### src/sv/ders_pkg.sv
package ders_pkg;

  // Field widths
  localparam int LEN_W   = 7;
  localparam int STEP_W  = 6;
  localparam int PULSE_W = 7;
  localparam int ROT_W   = 8;
  localparam int IDX_W   = 3;
  localparam int DATA_W  = 8;

  // Longest pattern; larger lengths saturate to this
  localparam logic [LEN_W-1:0] MAX_LENGTH = LEN_W'(64);

  // Configuration register indexes
  typedef enum logic [IDX_W-1:0] {
    REG_PATTERN_LENGTH  = 3'd0,
    REG_FIRST_PULSES    = 3'd1,
    REG_SECOND_PULSES   = 3'd2,
    REG_FIRST_ROTATION  = 3'd3,
    REG_SECOND_ROTATION = 3'd4,
    REG_TRACK_ROTATION  = 3'd5,
    REG_COMBINE_MODE    = 3'd6
  } cfg_reg_t;

  // Combine modes
  typedef enum logic [1:0] {
    MODE_OR     = 2'd0,
    MODE_XOR    = 2'd1,
    MODE_AND    = 2'd2,
    MODE_ANDNOT = 2'd3
  } mode_t;

  // Per-item control carried alongside the pipeline data
  typedef struct packed {
    logic               zero;   // forced no-pulse (zero length or step past end)
    mode_t              mode;
    logic [PULSE_W-1:0] p1;     // saturated pulse counts
    logic [PULSE_W-1:0] p2;
  } side_t;

endpackage

### src/sv/ders_mod_pipe.sv
// Pipelined remainder of two values by a shared divisor (restoring, SPS bits per stage)
module ders_mod_pipe
  import ders_pkg::*;
#(
  parameter int DW  = 15,
  parameter int SPS = 5
) (
  input  logic              clk,
  input  logic              rst,
  input  logic              in_valid,
  input  logic [LEN_W-1:0]  in_len,
  input  logic [DW-1:0]     in_a,
  input  logic [DW-1:0]     in_b,
  input  side_t             in_side,
  output logic              out_valid,
  output logic [LEN_W-1:0]  out_len,
  output logic [STEP_W-1:0] out_a,
  output logic [STEP_W-1:0] out_b,
  output side_t             out_side
);

  localparam int NS = (DW + SPS - 1) / SPS;

  // SPS compare-subtract steps, starting at divisor shift k0
  function automatic logic [DW-1:0] stage_fn(input logic [DW-1:0] r,
                                             input logic [LEN_W-1:0] d,
                                             input int k0);
    logic [DW-1:0]       v;
    logic [DW+LEN_W-1:0] dk;
    v = r;
    for (int j = 0; j < SPS; j++) begin
      if (k0 - j >= 0) begin
        dk = {{DW{1'b0}}, d} << (k0 - j);
        if ({{LEN_W{1'b0}}, v} >= dk) v = v - dk[DW-1:0];
      end
    end
    return v;
  endfunction

  logic [NS-1:0]    vld_q;
  logic [LEN_W-1:0] len_q  [NS];
  logic [DW-1:0]    a_q    [NS];
  logic [DW-1:0]    b_q    [NS];
  side_t            side_q [NS];

  logic [DW-1:0]    a_next [NS];
  logic [DW-1:0]    b_next [NS];

  // Stage logic: each stage reduces the remainder below the next divisor shift
  for (genvar g = 0; g < NS; g++) begin : g_stage
    localparam int K0 = DW - 1 - g * SPS;
    if (g == 0) begin : g_first
      assign a_next[g] = stage_fn(in_a, in_len, K0);
      assign b_next[g] = stage_fn(in_b, in_len, K0);
    end else begin : g_rest
      assign a_next[g] = stage_fn(a_q[g-1], len_q[g-1], K0);
      assign b_next[g] = stage_fn(b_q[g-1], len_q[g-1], K0);
    end
  end

  // Valid chain
  always_ff @(posedge clk) begin
    if (rst) begin
      vld_q <= '0;
    end else begin
      vld_q[0] <= in_valid;
      for (int g = 1; g < NS; g++) vld_q[g] <= vld_q[g-1];
    end
  end

  // Payload chain
  always_ff @(posedge clk) begin
    len_q[0]  <= in_len;
    side_q[0] <= in_side;
    for (int g = 1; g < NS; g++) begin
      len_q[g]  <= len_q[g-1];
      side_q[g] <= side_q[g-1];
    end
    for (int g = 0; g < NS; g++) begin
      a_q[g] <= a_next[g];
      b_q[g] <= b_next[g];
    end
  end

  assign out_valid = vld_q[NS-1];
  assign out_len   = len_q[NS-1];
  assign out_a     = a_q[NS-1][STEP_W-1:0];
  assign out_b     = b_q[NS-1][STEP_W-1:0];
  assign out_side  = side_q[NS-1];

endmodule

### src/sv/dual_euclidean_rhythm_step.sv
// Throughput: one query per cycle; busy is low except during reset.
// Nine register stages: input capture, rotation remainder (3), pulse product,
// product remainder (3), combine/output; each rotation remainder stage does
// 5 subtract steps and each product remainder stage does 4.
// Reset (rst, synchronous) clears the pipeline and loads register defaults.
// The receiver cannot stall; every result is presented for exactly one cycle.
module dual_euclidean_rhythm_step
  import ders_pkg::*;
(
  input  logic              clk,
  input  logic              rst,
  // query channel
  input  logic              start,
  output logic              busy,
  input  logic [STEP_W-1:0] step,
  output logic              done,
  output logic              pulse,
  // configuration write channel
  input  logic              cfg_valid,
  output logic              cfg_ready,
  input  logic [IDX_W-1:0]  cfg_index,
  input  logic [DATA_W-1:0] cfg_data
);

  localparam int ROT_DW  = 15;   // offset rotation value width
  localparam int PROD_W  = 12;   // step * pulses, at most 63 * 64
  localparam int SUM_W   = 16;

  // ---------------- configuration registers ----------------
  logic [LEN_W-1:0]   pattern_length;
  logic [PULSE_W-1:0] first_pulses;
  logic [PULSE_W-1:0] second_pulses;
  logic [ROT_W-1:0]   first_rotation;
  logic [ROT_W-1:0]   second_rotation;
  logic [ROT_W-1:0]   track_rotation;
  mode_t              combine_mode;

  assign cfg_ready = 1'b1;
  assign busy      = rst;

  always_ff @(posedge clk) begin
    if (rst) begin
      pattern_length  <= LEN_W'(16);
      first_pulses    <= PULSE_W'(4);
      second_pulses   <= PULSE_W'(3);
      first_rotation  <= '0;
      second_rotation <= '0;
      track_rotation  <= '0;
      combine_mode    <= MODE_OR;
    end else if (cfg_valid && cfg_ready) begin
      unique case (cfg_reg_t'(cfg_index))
        REG_PATTERN_LENGTH:  pattern_length  <= cfg_data[LEN_W-1:0];
        REG_FIRST_PULSES:    first_pulses    <= cfg_data[PULSE_W-1:0];
        REG_SECOND_PULSES:   second_pulses   <= cfg_data[PULSE_W-1:0];
        REG_FIRST_ROTATION:  first_rotation  <= cfg_data[ROT_W-1:0];
        REG_SECOND_ROTATION: second_rotation <= cfg_data[ROT_W-1:0];
        REG_TRACK_ROTATION:  track_rotation  <= cfg_data[ROT_W-1:0];
        REG_COMBINE_MODE:    combine_mode    <= mode_t'(cfg_data[1:0]);
        default: ;  // unused index, write ignored
      endcase
    end
  end

  // ---------------- stage A: saturation and rotation offset ----------------
  logic [LEN_W-1:0]   len_eff;
  logic [PULSE_W-1:0] p1_eff, p2_eff;
  logic [SUM_W-1:0]   x1_sum, x2_sum, base_sum;
  side_t              side_d;

  always_comb begin
    len_eff = (pattern_length > MAX_LENGTH) ? MAX_LENGTH : pattern_length;
    p1_eff  = (first_pulses  > len_eff) ? len_eff : first_pulses;
    p2_eff  = (second_pulses > len_eff) ? len_eff : second_pulses;
    // step - track + len*256 keeps the value non-negative for any rotation
    base_sum = {{(SUM_W-STEP_W){1'b0}}, step}
             - {{(SUM_W-ROT_W){track_rotation[ROT_W-1]}}, track_rotation}
             + {1'b0, len_eff, 8'b0};
    x1_sum = base_sum - {{(SUM_W-ROT_W){first_rotation[ROT_W-1]}}, first_rotation};
    x2_sum = base_sum - {{(SUM_W-ROT_W){second_rotation[ROT_W-1]}}, second_rotation};
    side_d.zero = (len_eff == '0) || ({1'b0, step} >= len_eff);
    side_d.mode = combine_mode;
    side_d.p1   = p1_eff;
    side_d.p2   = p2_eff;
  end

  logic              a_vld;
  logic [LEN_W-1:0]  a_len;
  logic [ROT_DW-1:0] a_x1, a_x2;
  side_t             a_side;

  always_ff @(posedge clk) begin
    if (rst) a_vld <= 1'b0;
    else     a_vld <= start && !busy;
  end

  always_ff @(posedge clk) begin
    a_len  <= len_eff;
    a_x1   <= x1_sum[ROT_DW-1:0];
    a_x2   <= x2_sum[ROT_DW-1:0];
    a_side <= side_d;
  end

  // ---------------- rotated step modulo length ----------------
  logic              r_vld;
  logic [LEN_W-1:0]  r_len;
  logic [STEP_W-1:0] r_s1, r_s2;
  side_t             r_side;

  ders_mod_pipe #(.DW(ROT_DW), .SPS(5)) u_rot_mod (
    .clk       (clk),
    .rst       (rst),
    .in_valid  (a_vld),
    .in_len    (a_len),
    .in_a      (a_x1),
    .in_b      (a_x2),
    .in_side   (a_side),
    .out_valid (r_vld),
    .out_len   (r_len),
    .out_a     (r_s1),
    .out_b     (r_s2),
    .out_side  (r_side)
  );

  // ---------------- product stage: step * pulses ----------------
  logic [STEP_W+PULSE_W-1:0] prod1_full, prod2_full;
  logic                      m_vld;
  logic [LEN_W-1:0]          m_len;
  logic [PROD_W-1:0]         m_p1, m_p2;
  side_t                     m_side;

  assign prod1_full = {{PULSE_W{1'b0}}, r_s1} * {{STEP_W{1'b0}}, r_side.p1};
  assign prod2_full = {{PULSE_W{1'b0}}, r_s2} * {{STEP_W{1'b0}}, r_side.p2};

  always_ff @(posedge clk) begin
    if (rst) m_vld <= 1'b0;
    else     m_vld <= r_vld;
  end

  always_ff @(posedge clk) begin
    m_len  <= r_len;
    m_p1   <= prod1_full[PROD_W-1:0];
    m_p2   <= prod2_full[PROD_W-1:0];
    m_side <= r_side;
  end

  // ---------------- product modulo length ----------------
  logic              q_vld;
  logic [LEN_W-1:0]  q_len;
  logic [STEP_W-1:0] q_m1, q_m2;
  side_t             q_side;

  ders_mod_pipe #(.DW(PROD_W), .SPS(4)) u_prod_mod (
    .clk       (clk),
    .rst       (rst),
    .in_valid  (m_vld),
    .in_len    (m_len),
    .in_a      (m_p1),
    .in_b      (m_p2),
    .in_side   (m_side),
    .out_valid (q_vld),
    .out_len   (q_len),
    .out_a     (q_m1),
    .out_b     (q_m2),
    .out_side  (q_side)
  );

  // ---------------- fire test and combine ----------------
  // A generator fires when a multiple of len lies in [s*p, s*p+p):
  // remainder m is zero, or m + p exceeds len.
  logic g1, g2, comb;

  always_comb begin
    g1 = (q_side.p1 != '0) &&
         ((q_m1 == '0) ||
          ({2'b0, q_m1} + {1'b0, q_side.p1} > {1'b0, q_len}));
    g2 = (q_side.p2 != '0) &&
         ((q_m2 == '0) ||
          ({2'b0, q_m2} + {1'b0, q_side.p2} > {1'b0, q_len}));
    case (q_side.mode)
      MODE_OR:     comb = g1 | g2;
      MODE_XOR:    comb = g1 ^ g2;
      MODE_AND:    comb = g1 & g2;
      MODE_ANDNOT: comb = g1 & ~g2;
      default:     comb = 1'b0;
    endcase
  end

  // Output register
  always_ff @(posedge clk) begin
    if (rst) done <= 1'b0;
    else     done <= q_vld;
  end

  always_ff @(posedge clk) begin
    pulse <= comb && !q_side.zero;
  end

endmodule

### config.mk
export PLATFORM = sky130hd
export DESIGN_NAME = dual_euclidean_rhythm_step
export DESIGN_NICKNAME = d
export VERILOG_FILES = /design/src/sv/ders_pkg.sv /design/src/sv/ders_mod_pipe.sv /design/src/sv/dual_euclidean_rhythm_step.sv
export SDC_FILE = /design/constraint.sdc
export NUM_CORES = 1
export LEC_CHECK = 0
export ABC_AREA = 1
export ABC_CLOCK_PERIOD_IN_PS = 8490
export BUFFER_PORTS_ARGS = -buffer_cell sky130_fd_sc_hd__buf_2
export CORE_MARGIN = 1
export CORE_UTILIZATION = 45
export CTS_CLUSTER_SIZE = 20
export DETAILED_ROUTE_END_ITERATION = 6
export PLACE_DENSITY = 0.62
export SLEW_MARGIN = 20
export SYNTH_ARGS = -nofsm -noshare
export SYNTH_HDL_FRONTEND = slang
export SYNTH_SLANG_ARGS = --single-unit
export TNS_END_PERCENT = 5
### constraint.sdc
create_clock -name clk -period 8.49 [get_ports clk]
set_input_delay 2.1225 -clock clk [delete_from_list [all_inputs] [get_ports clk]]
set_output_delay 2.1225 -clock clk [all_outputs]
set_load 0.03 [all_outputs]
==> impl_metrics.tcl, run 1 <==
set metrics [dict create \
    status "completed" \
    path_max_fanout 7 \
    grt_pass1_vias 26124 \
    finalSetupTns_ns 0 \
    root_buffer "clkbuf_16" \
    htreeDepth 2 \
    timing.rr.end "u_rot_mod.a_q[0][32]" \
    dr.pass1.iters 6 \
    min_from "a_side[1]" \
    fmax_mhz 122 \
    synthCells 4264 \
    synth_fp_nets 4798 \
    gp_congestion 0.882 \
    initial_core_util_pct 45.6 \
    wl_per_cell_um 14.2 \
    synth_xor_area_share_pct 7.06 \
    ys_seq_area_share_pct 27.1 \
    track_usage_pct 20.9 \
    maxCapViolCount 0 \
    crit_arrival_ns 8.72 \
    r2r_slack_ns 0.26 \
    period_share_pct 96.9 \
    multi_input_area_sq_um 21800 \
    synth_cell_types 67 \
    rows 97 \
    ant_nets 0 \
    drive_gt1_share_pct 13.4 \
    worst_pin_slew_ns 0.959 \
    place_hpwl_um 61300 \
    synth_mux_area_share_pct 0.315 \
    die_w_um 269 \
    synth_area_leaders "dfxtp_1 (27%), ha_1 (16%), nand2_1 (10%), inv_1 (7.2%), fa_1 (5.7%)" \
    required_ns 8.99 \
    rsz0062_at_grt "true" \
    clock_sinks 435 \
    ys_warn_count 0 \
    cts_tree "yes" \
    clockBufferDepth 3 \
    worstHoldEndpoint "u_rot_mod.side_q[0][1]" \
    ys_ff_latch 435 \
    vias 27615 \
    final-setup-viol-count 0 \
    fp.dieH_um 269 \
    finalHoldViolations 0 \
    routed_wl_um 77800 \
    yosysTopAreaCell "dfxtp_1" \
    n_antenna_cell 0 \
    synth_area_sq_um 32100 \
    whs_path_depth 0 \
    finalClockSkew_ns 0.0291 \
    avgSynthCellArea_sq_um 7.54 \
    start_kind "flop" \
    antenna_found_initial 0 \
    postSynth.asyncResetShare_pct 0 \
    final_nets 5033 \
    synth_compound_area_share_pct 12.7 \
    grt_pass1_wl_um 127000 \
    synthAdderAreaFrac_pct 22.1 \
    dp.cells 5310 \
    synth_top_area_share_pct 27.1 \
    fin_crit_ns 8.23 \
    ys_dominant_reg_cell "dfxtp_1" \
    synth-simple-area-share_pct 22.8 \
    synth_edf_count 0 \
    drc_errors 0 \
    crit_slowest_cell "o21ai_0" \
    port_buffers 23 \
    area_growth_pct 16.4 \
    core_area_sq_um 70400 \
    cpMostUsedCell "nand2_1" \
    slowest_delay_ns 0.45 \
    relSlewSlack_pct 35.4 \
    r2r_start "u_rot_mod.len_q[1][1]" \
    cts_buffers 47 \
    reg2reg_depth 58 \
    grt_max_degree 48 \
    ff_latch_area_sq_um 8720 \
    io_pins 25 \
    grt_remaining_overflow 0 \
    vias_per_cell 5.04 \
    min_path_type "reg2reg" \
    fill_cells 6726 \
    slew_violations 0 \
    clk_pin_slew_ns 0.06 \
    instances_no_fill 5477 \
    die-area_sq_um 72500 \
    setup.worst_path.end_class "flop" \
    clk_latency_ns 0.60 \
    synth_top_family_by_area "simple AND/OR/NAND/NOR gates" \
    first_iter_violations 1197 \
    crit_type "reg2reg" \
]
[worst max path at each step]
stage	start	endpoint	slack [ns]	cells after the start
floorplan	u_rot_mod.len_q[1][1]	u_rot_mod.a_q[0][31]	-0.05	61
global placement	u_rot_mod.len_q[0][2]	u_rot_mod.b_q[0][20]	-0.06	52
detailed placement	u_rot_mod.len_q[1][4]	u_rot_mod.b_q[0][34]	-0.29	57
CTS	u_rot_mod.len_q[0][2]	u_rot_mod.b_q[0][20]	0.01	55
global route	u_rot_mod.len_q[1][1]	u_rot_mod.a_q[0][30]	-0.19	57
finish	u_rot_mod.len_q[1][1]	u_rot_mod.a_q[0][32]	0.26	58
[registers in the layout, summed over array words and instances (netlist names), 7 cells and up]
register	flops
second_pulses	7
u_prod_mod.a_q	30
u_prod_mod.side_q	51
a_side	17
u_prod_mod.len_q	21
a_len	7
m_p2	12
u_rot_mod.len_q	21
second_rotation	8
first_pulses	7
pattern_length	7
track_rotation	8
u_rot_mod.a_q	36
a_x1	15
u_rot_mod.side_q	51
u_rot_mod.b_q	36
m_side	17
u_prod_mod.b_q	30
first_rotation	8
a_x2	15
m_p1	12
m_len	7
[critical path, delay by kind of cell (launching register included)]
kind / cells / cell delay [ns]
AO/OA/AOI/OAI: 13 / 2.09
flip-flops: 1 / 0.35
AND/OR/NAND/NOR: 31 / 3.21
adder cells (fa/ha/maj): 5 / 1.59
buffers and inverters: 9 / 0.86
[metal layers]
metal | share of wire (%) | global-route usage (%) | vias up
li1 | - | - | 14534
met1 | 47 | 27.1 | 12575
met2 | 47 | 36.1 | 374
met3 | 3.0 | 1.86 | 132
met4 | 3.3 | 7.13 | 0
met5 | 0 | 0 | -
[placed cells by master (no fill, tap or decap), types with 23 or more instances in the layout]
| cell | netlist | routed |
|---|---|---|
| xnor2_1 | 100 | 100 |
| ha_1 | 421 | 386 |
| nand2_2 | 21 | 39 |
| buf_2 | 6 | 23 |
| o21ai_0 | 287 | 234 |
| nand3_1 | 192 | 188 |
| a21oi_2 | 1 | 25 |
| dfxtp_1 | 435 | 427 |
| nand2_1 | 856 | 838 |
| nand4_1 | 74 | 74 |
| a21oi_1 | 326 | 300 |
| o21ai_2 | 9 | 38 |
| ha_4 | 0 | 33 |
| buf_4 | 3 | 180 |
| xor2_1 | 159 | 158 |
| nor2_1 | 312 | 305 |
| nor3_1 | 49 | 48 |
| inv_1 | 618 | 604 |
| o21bai_1 | 26 | 25 |
| fa_1 | 92 | 82 |
| nor4_1 | 25 | 23 |
| o21ai_1 | 16 | 36 |
| clkbuf_16 | 0 | 47 |
[cells in the mapped netlist, types with 4 or more instances]
cell type and n:
ha_1 421, or2_2 20, a31oi_1 10, clkinv_1 6
xnor2_1 100, mux2_2 9, buf_2 6, o21ai_2 9
clkbuf_1 18, nand4_1 74, nand3_1 192, inv_2 14
nor3_1 49, o21ai_1 16, nor2_2 14, xor2_1 159
nor3b_1 4, dfxtp_1 435, nand2_4 12, a211oi_1 7
nand2_2 21, a21oi_1 326, nor2_4 14, nand2_1 856
o21bai_1 26, o211ai_1 6, nand3_4 6, o21a_1 9
nand3_2 13, o21ai_0 287, nor4_1 25, a21o_1 14
fa_1 92, a22oi_1 4, inv_1 618, nand3b_1 7
nor2_1 312, o31ai_1 10
[cell type report]
| type | count | share of cell area (%) |
|---|---|---|
| clock inverters | 28 | 0.950 |
| flip-flops and latches | 435 | 23.3 |
| clock buffers | 59 | 3.45 |
| repair buffers | 211 | 4.25 |
| inverters | 638 | 6.48 |
| multi-input cells | 3164 | 58.4 |
| well taps | 940 | 3.14 |
| repair inverters | 2 | 0.0401 |
[per-stage QoR]
step	hold slack, ns	util, %	setup WS [ns]	instance area (sq um)
4_1_cts	0.326	51.2	0.0124	36000
3_5_place_dp	0.312	48.7	-0.290	34300
6_report	0.324	53.1	0.262	37400
2_1_floorplan	0.310	-	-0.0463	32300
5_1_grt	0.329	53.1	-0.190	37400
3_3_place_gp	0.310	48.7	-0.0623	34300
[kinds of logic (layout without fill, tap and decap cells)]
group	Yosys count	count (layout)
AOI/OAI and AO/OA	747	747
xor gates and xnor gates	259	259
adders and majority gates	513	513
buffers and inverters	668	938
DFF	435	435
muxes	9	9
other	1	1
and+or+nand+nor	1632	1635
[repair_timing]
action	4_1_cts	5_1_grt
gates resized for setup	20	189
endpoints found under the setup margin	26	49
buffers inserted	5	70
hold buffers	0	0
pin swaps	12	100
gates cloned	0	5
Power of run 1 is not shown: default switching activity piles up to over one toggle a cycle in this logic, so the estimate is an artifact.
==> inputs of run 2 (changes only) <==
--- a/config.mk
+++ b/config.mk
@@ -8,6 +8,7 @@
 export ABC_AREA = 1
 export ABC_CLOCK_PERIOD_IN_PS = 8490
 export BUFFER_PORTS_ARGS = -buffer_cell sky130_fd_sc_hd__buf_2
+export CORE_ASPECT_RATIO = 1.25
 export CORE_MARGIN = 1
 export CORE_UTILIZATION = 45
 export CTS_CLUSTER_SIZE = 20
==> run 2 against run 1 <==
Effect of this change: critical endpoint is now u_rot_mod.b_q[0][21]; setup slack better by 0.19 ns; sequential cell count unchanged; core utilization rose by 0.42 points; clock skew is 0.0021 ns higher; register-to-register slack better by 0.19 ns; hold slack lost 0.00082 ns; die area about the same; via count up 0.88%; sequential share of layout area shrank 0.25 points; wire length grew 1.7%; fmax increased by 2.3%; critical path depth down 1.
==> impl_metrics.tcl, run 2 (synthesis results as in run 1) <==
set metrics [dict create \
    die-area_sq_um 72500 \
    fmax_mhz 124 \
    htreeDepth 2 \
    die_w_um 241 \
    path_max_fanout 7 \
    clockBufferDepth 3 \
    finalHoldViolations 0 \
    area_growth_pct 17.8 \
    largest_registers "u_prod_mod.side_q x51, u_rot_mod.side_q x51" \
    slowest_delay_ns 0.40 \
    rows 109 \
    period_share_pct 94.7 \
    initial_core_util_pct 45.5 \
    grt_pass1_vias 27051 \
    final_cell_mix "nand2_1 (826), inv_1 (596), dfxtp_1 (426), ha_1 (381), nor2_1 (303)" \
    status "completed" \
    drive_gt1_share_pct 15.0 \
    cts_buffers 45 \
    grt_pass1_wl_um 127000 \
    fp.dieH_um 301 \
    maxCapViolCount 0 \
    clk_pin_slew_ns 0.06 \
    ant_nets 0 \
    place_hpwl_um 63300 \
    routed_wl_um 79100 \
    worst_pin_slew_ns 0.677 \
    vias 27858 \
    finalClockSkew_ns 0.0312 \
    first_iter_violations 1113 \
    drc_errors 0 \
    core_area_sq_um 70600 \
    required_ns 8.96 \
    crit_type "reg2reg" \
    crit_slowest_cell "dfxtp_4" \
    final-setup-viol-count 0 \
    grt_max_degree 48 \
    wl_per_cell_um 14.3 \
    rsz0062_at_grt "true" \
    antenna_found_initial 0 \
    vias_per_cell 5.05 \
    slew_violations 0 \
    crit_arrival_ns 8.51 \
    fin_crit_ns 8.04 \
    io_pins 25 \
    grt_remaining_overflow 0 \
    final_cell_area_sq_um 37800 \
    n_antenna_cell 0 \
    port_buffers 23 \
    track_usage_pct 21.5 \
    setup.worst_path.end_class "flop" \
    min_path_type "reg2reg" \
    clk_latency_ns 0.60 \
    final_common_cell "nand2_1" \
    final_nets 5072 \
    cts_tree "yes" \
    relSlewSlack_pct 54.7 \
    dr.pass1.iters 5 \
    placed_cell_area_sq_um 34600 \
    clock_sinks 435 \
    root_buffer "clkbuf_16" \
    start_kind "flop" \
    gp_congestion 0.901 \
]
## run 2: path summary, 6_finish.rpt
kind                                       startpoint                      end  slack (ns)  cells past startpoint
worst min-delay path                        m_side[9]  u_prod_mod.side_q[0][9]        0.32                      0
worst max-delay path            u_rot_mod.len_q[0][2]     u_rot_mod.b_q[0][21]        0.45                     57
worst min register to register              m_side[9]  u_prod_mod.side_q[0][9]        0.32                      0
worst max register to register  u_rot_mod.len_q[0][2]     u_rot_mod.b_q[0][21]        0.45                     57
## run 2: final cells by class
| class | instances | area [sq um] |
|---|---|---|
| multi-input combinational | 3165 | 22000 |
| sequential | 435 | 8730 |
| clock buffer | 56 | 1250 |
| fill | 6720 | 32800 |
| clock inverter | 25 | 310 |
| tap | 943 | 1180 |
| timing repair buffer | 252 | 1880 |
| inverter | 638 | 2440 |
| timing repair inverter | 1 | 7.51 |
## run 2: metal layers
metal / wire length (um) / GRT usage, %
met2: 41900 / 41.5
met5: 0 / 0
met3: 1690 / 2.23
met1: 31700 / 22.8
met4: 3790 / 10.0
## run 2: timing repair
action	in CTS	in global routing
pin swaps	6	123
endpoints found under the setup margin	31	44
hold buffers	0	0
hold endpoints to repair	0	0
setup buffers	1	64
gates resized for setup	23	238
cloned	1	5
## run 2: through the flow
step | hold slack, ns | setup TNS [ns] | instances | util, % | setup slack [ns]
floorplan | 0.310 | -0.289 | 4264 | - | -0.0463
global placement | 0.310 | -2.67 | 5363 | 49.0 | -0.264
detailed placement | 0.312 | -3.97 | 5363 | 49.0 | -0.318
CTS | 0.325 | 0 | 5446 | 51.4 | 0.0200
global route | 0.331 | -2.75 | 5515 | 53.6 | -0.154
finish | 0.323 | 0 | 5515 | 53.6 | 0.449
## run 2: worst max-delay path: cells and delay by family (launching register included)
family	cells	cell delay, ns
compound gates	23	2.92
mux	1	0.35
fa+ha+maj	5	1.33
simple gates	21	2.21
flops	1	0.40
buf+inv	7	0.69
Power of run 2 is left out for the same reason.
==> inputs of run 3 (changes only) <==
--- a/config.mk
+++ b/config.mk
@@ -5,14 +5,15 @@
 export SDC_FILE = /design/constraint.sdc
 export NUM_CORES = 1
 export LEC_CHECK = 0
-export ABC_AREA = 1
 export ABC_CLOCK_PERIOD_IN_PS = 8490
 export BUFFER_PORTS_ARGS = -buffer_cell sky130_fd_sc_hd__buf_2
 export CORE_ASPECT_RATIO = 1.25
 export CORE_MARGIN = 1
 export CORE_UTILIZATION = 45
+export CTS_CLUSTER_DIAMETER = 150
 export CTS_CLUSTER_SIZE = 20
 export DETAILED_ROUTE_END_ITERATION = 6
+export MAX_ROUTING_LAYER = met4
 export PLACE_DENSITY = 0.62
 export SLEW_MARGIN = 20
 export SYNTH_ARGS = -nofsm -noshare
==> run 3 against run 2 <==
Effect of this change: the run now ends with setup timing left; design area increased by 2.5%; first-iteration DRC count decreased by 24%; via count decreased by 5.9%; core utilization increased by 3.0 points; highest routed layer unchanged.
==> impl_metrics.tcl, run 3 <==
set metrics [dict create \
    period_share_pct 111 \
    setup.worst_path.end_class "flop" \
    crit_slowest_cell "or4_4" \
    clk_pin_slew_ns 0.09 \
    relSlewSlack_pct 21.1 \
    cts_tree "yes" \
    yosysMostFrequentCell "dfxtp_1" \
    fin_crit_ns 9.38 \
    postLayoutSetupSlackWorst_ns -0.893 \
    gp_congestion 0.902 \
    drive_gt1_share_pct 23.6 \
    fin_hold_ws_ns 0.323 \
    ys_dominant_reg_cell "dfxtp_1" \
    reg2reg_depth 49 \
    slew_violations 0 \
    fp.dieH_um 297 \
    htreeDepth 1 \
    cts_buffers 25 \
    core_area_sq_um 68500 \
    rsz0062_at_grt "true" \
    clk_latency_ns 0.59 \
    instances_no_fill 5093 \
    wl_per_cell_um 15.3 \
    clock_sinks 435 \
    fmax_mhz 107 \
    finalHoldViolations 0 \
    grt_max_degree 58 \
    required_ns 8.98 \
    synthTopCellsByCount "dfxtp_1 (435), ha_1 (421), inv_1 (331)" \
    final_nets 4698 \
    dp_slack_ns -1.34 \
    io_pins 25 \
    track_usage_pct 22.4 \
    port_buffers 23 \
    grt_pass1_vias 26768 \
    status "finished, violations left" \
    place_hpwl_um 63600 \
    cpMostUsedCell "a21o_1" \
    crit_type "reg2reg" \
    largest_registers "u_prod_mod.side_q x51, u_rot_mod.side_q x51" \
    yosysTopAreaCell "dfxtp_1" \
    ys_warn_count 0 \
    vias 26203 \
    worst_pin_slew_ns 1.17 \
    slowest_delay_ns 0.53 \
    die-area_sq_um 70700 \
    finalClockSkew_ns 0.0198 \
    crit_arrival_ns 9.87 \
    final_common_cell "buf_4" \
    area_growth_pct 23.7 \
    synth_area_sq_um 31400 \
    min_path_type "reg2reg" \
    postSynth.asyncResetShare_pct 0 \
    ys_ff_latch 435 \
    dp.cells 5032 \
    avgSynthCellArea_sq_um 8.89 \
    grt_remaining_overflow 0 \
    start_kind "flop" \
    maxCapViolCount 0 \
    synthCells 3529 \
    dr.pass1.iters 5 \
    first_iter_violations 844 \
    synth_fp_nets 4063 \
    whs_path_depth 0 \
    ant_nets 0 \
    synth_top_area_share_pct 27.8 \
    vias_per_cell 5.14 \
    rows 107 \
    cts.hold.buffers_added 0 \
    initial_core_util_pct 45.7 \
    path_max_fanout 6 \
    clockBufferDepth 3 \
    grt_pass1_wl_um 127000 \
    violations "setup timing" \
    routed_wl_um 77700 \
    ys_seq_area_share_pct 27.8 \
    final_cell_mix "buf_4 (611), dfxtp_1 (431), ha_1 (399), inv_1 (322), nand2_1 (278)" \
    root_buffer "clkbuf_16" \
    synth_edf_count 0 \
    final-setup-viol-count 36 \
    antenna_found_initial 1 \
    drc_errors 0 \
    synth_cell_types 91 \
    synth_area_leaders "dfxtp_1 (28%), ha_1 (17%), fa_1 (5.9%), mux2_2 (4.6%), a21oi_1 (4.3%)" \
    die_w_um 238 \
]
==> run 3: cell count changes in the layout (fill, tap and decap cells not counted), sizes merged, moves of 61 or more <==
cell   change
nand2    -606
nor2b     +89
xor2      -81
buf      +390
inv      -299
nor2     -117
nand3    -160
o21ai    -113
a21o      +89
mux2     +124
and2      +61
==> run 3: routing by layer <==
layer / share of wire, % / vias to the layer above / track usage, %
met5: 0 / - / -
met4: 3.1 / 0 / 7.16
met3: 1.8 / 128 / 1.63
met2: 54 / 237 / 43.5
met1: 41 / 12205 / 23.5
li1: - / 13633 / -
==> run 3: final cells by class <==
class | instances | area, sq um
Multi-Input combinational cell | 2729 | 22200
Inverter | 331 | 1250
Timing Repair Buffer | 642 | 4800
Antenna cell | 1 | 2.50
Clock buffer | 27 | 643
Tap cell | 926 | 1160
Sequential cell | 435 | 8720
Clock inverter | 2 | 25.0
Fill cell | 6260 | 29800
==> run 3: cells by family after synthesis <==
group	synth area share (%)
AO/OA/AOI/OAI	16.6
XOR/XNOR	6.45
adder cells (fa/ha/maj)	22.7
buffers and inverters	4.45
flip-flops	27.8
multiplexers	6.70
other	0.0120
AND/OR/NAND/NOR	15.4
==> run 3: through the flow <==
step / cell area (sq um) / util, % / setup TNS [ns]
CTS: 38400 / 56.1 / -27.93
floorplan: 31900 / - / -53.63
finish: 38800 / 56.6 / -22.67
global placement: 37400 / 54.5 / -28.91
global route: 38800 / 56.6 / -51.09
detailed placement: 37400 / 54.5 / -35.40
==> run 3: path summary, 6_finish.rpt <==
kind / from / endpoint / slack (ns)
max: u_rot_mod.len_q[1][4] / u_rot_mod.a_q[0][34] / -0.89
min: u_rot_mod.side_q[0][2] / u_rot_mod.side_q[0][19] / 0.32
max reg2reg: u_rot_mod.len_q[1][4] / u_rot_mod.a_q[0][34] / -0.89
min reg2reg: u_rot_mod.side_q[0][2] / u_rot_mod.side_q[0][19] / 0.32
==> run 3: worst max-delay path, delay by kind of cell, from the launching register on <==
family / cells / cell delay [ns]
AND/OR/NAND/NOR: 16 / 2.65
flip-flops: 1 / 0.36
buffers and inverters: 6 / 0.59
adder cells (fa/ha/maj): 5 / 1.15
multiplexers: 4 / 1.23
AO/OA/AOI/OAI: 18 / 3.28
==> run 3: what timing repair did <==
item                       4_1_cts  5_1_grt
gates cloned                     0        2
pin swaps                       45       53
setup endpoints to repair       44       50
setup buffers                   16       13
gates resized for setup         64       78
Power of run 3 is left out for the same reason.
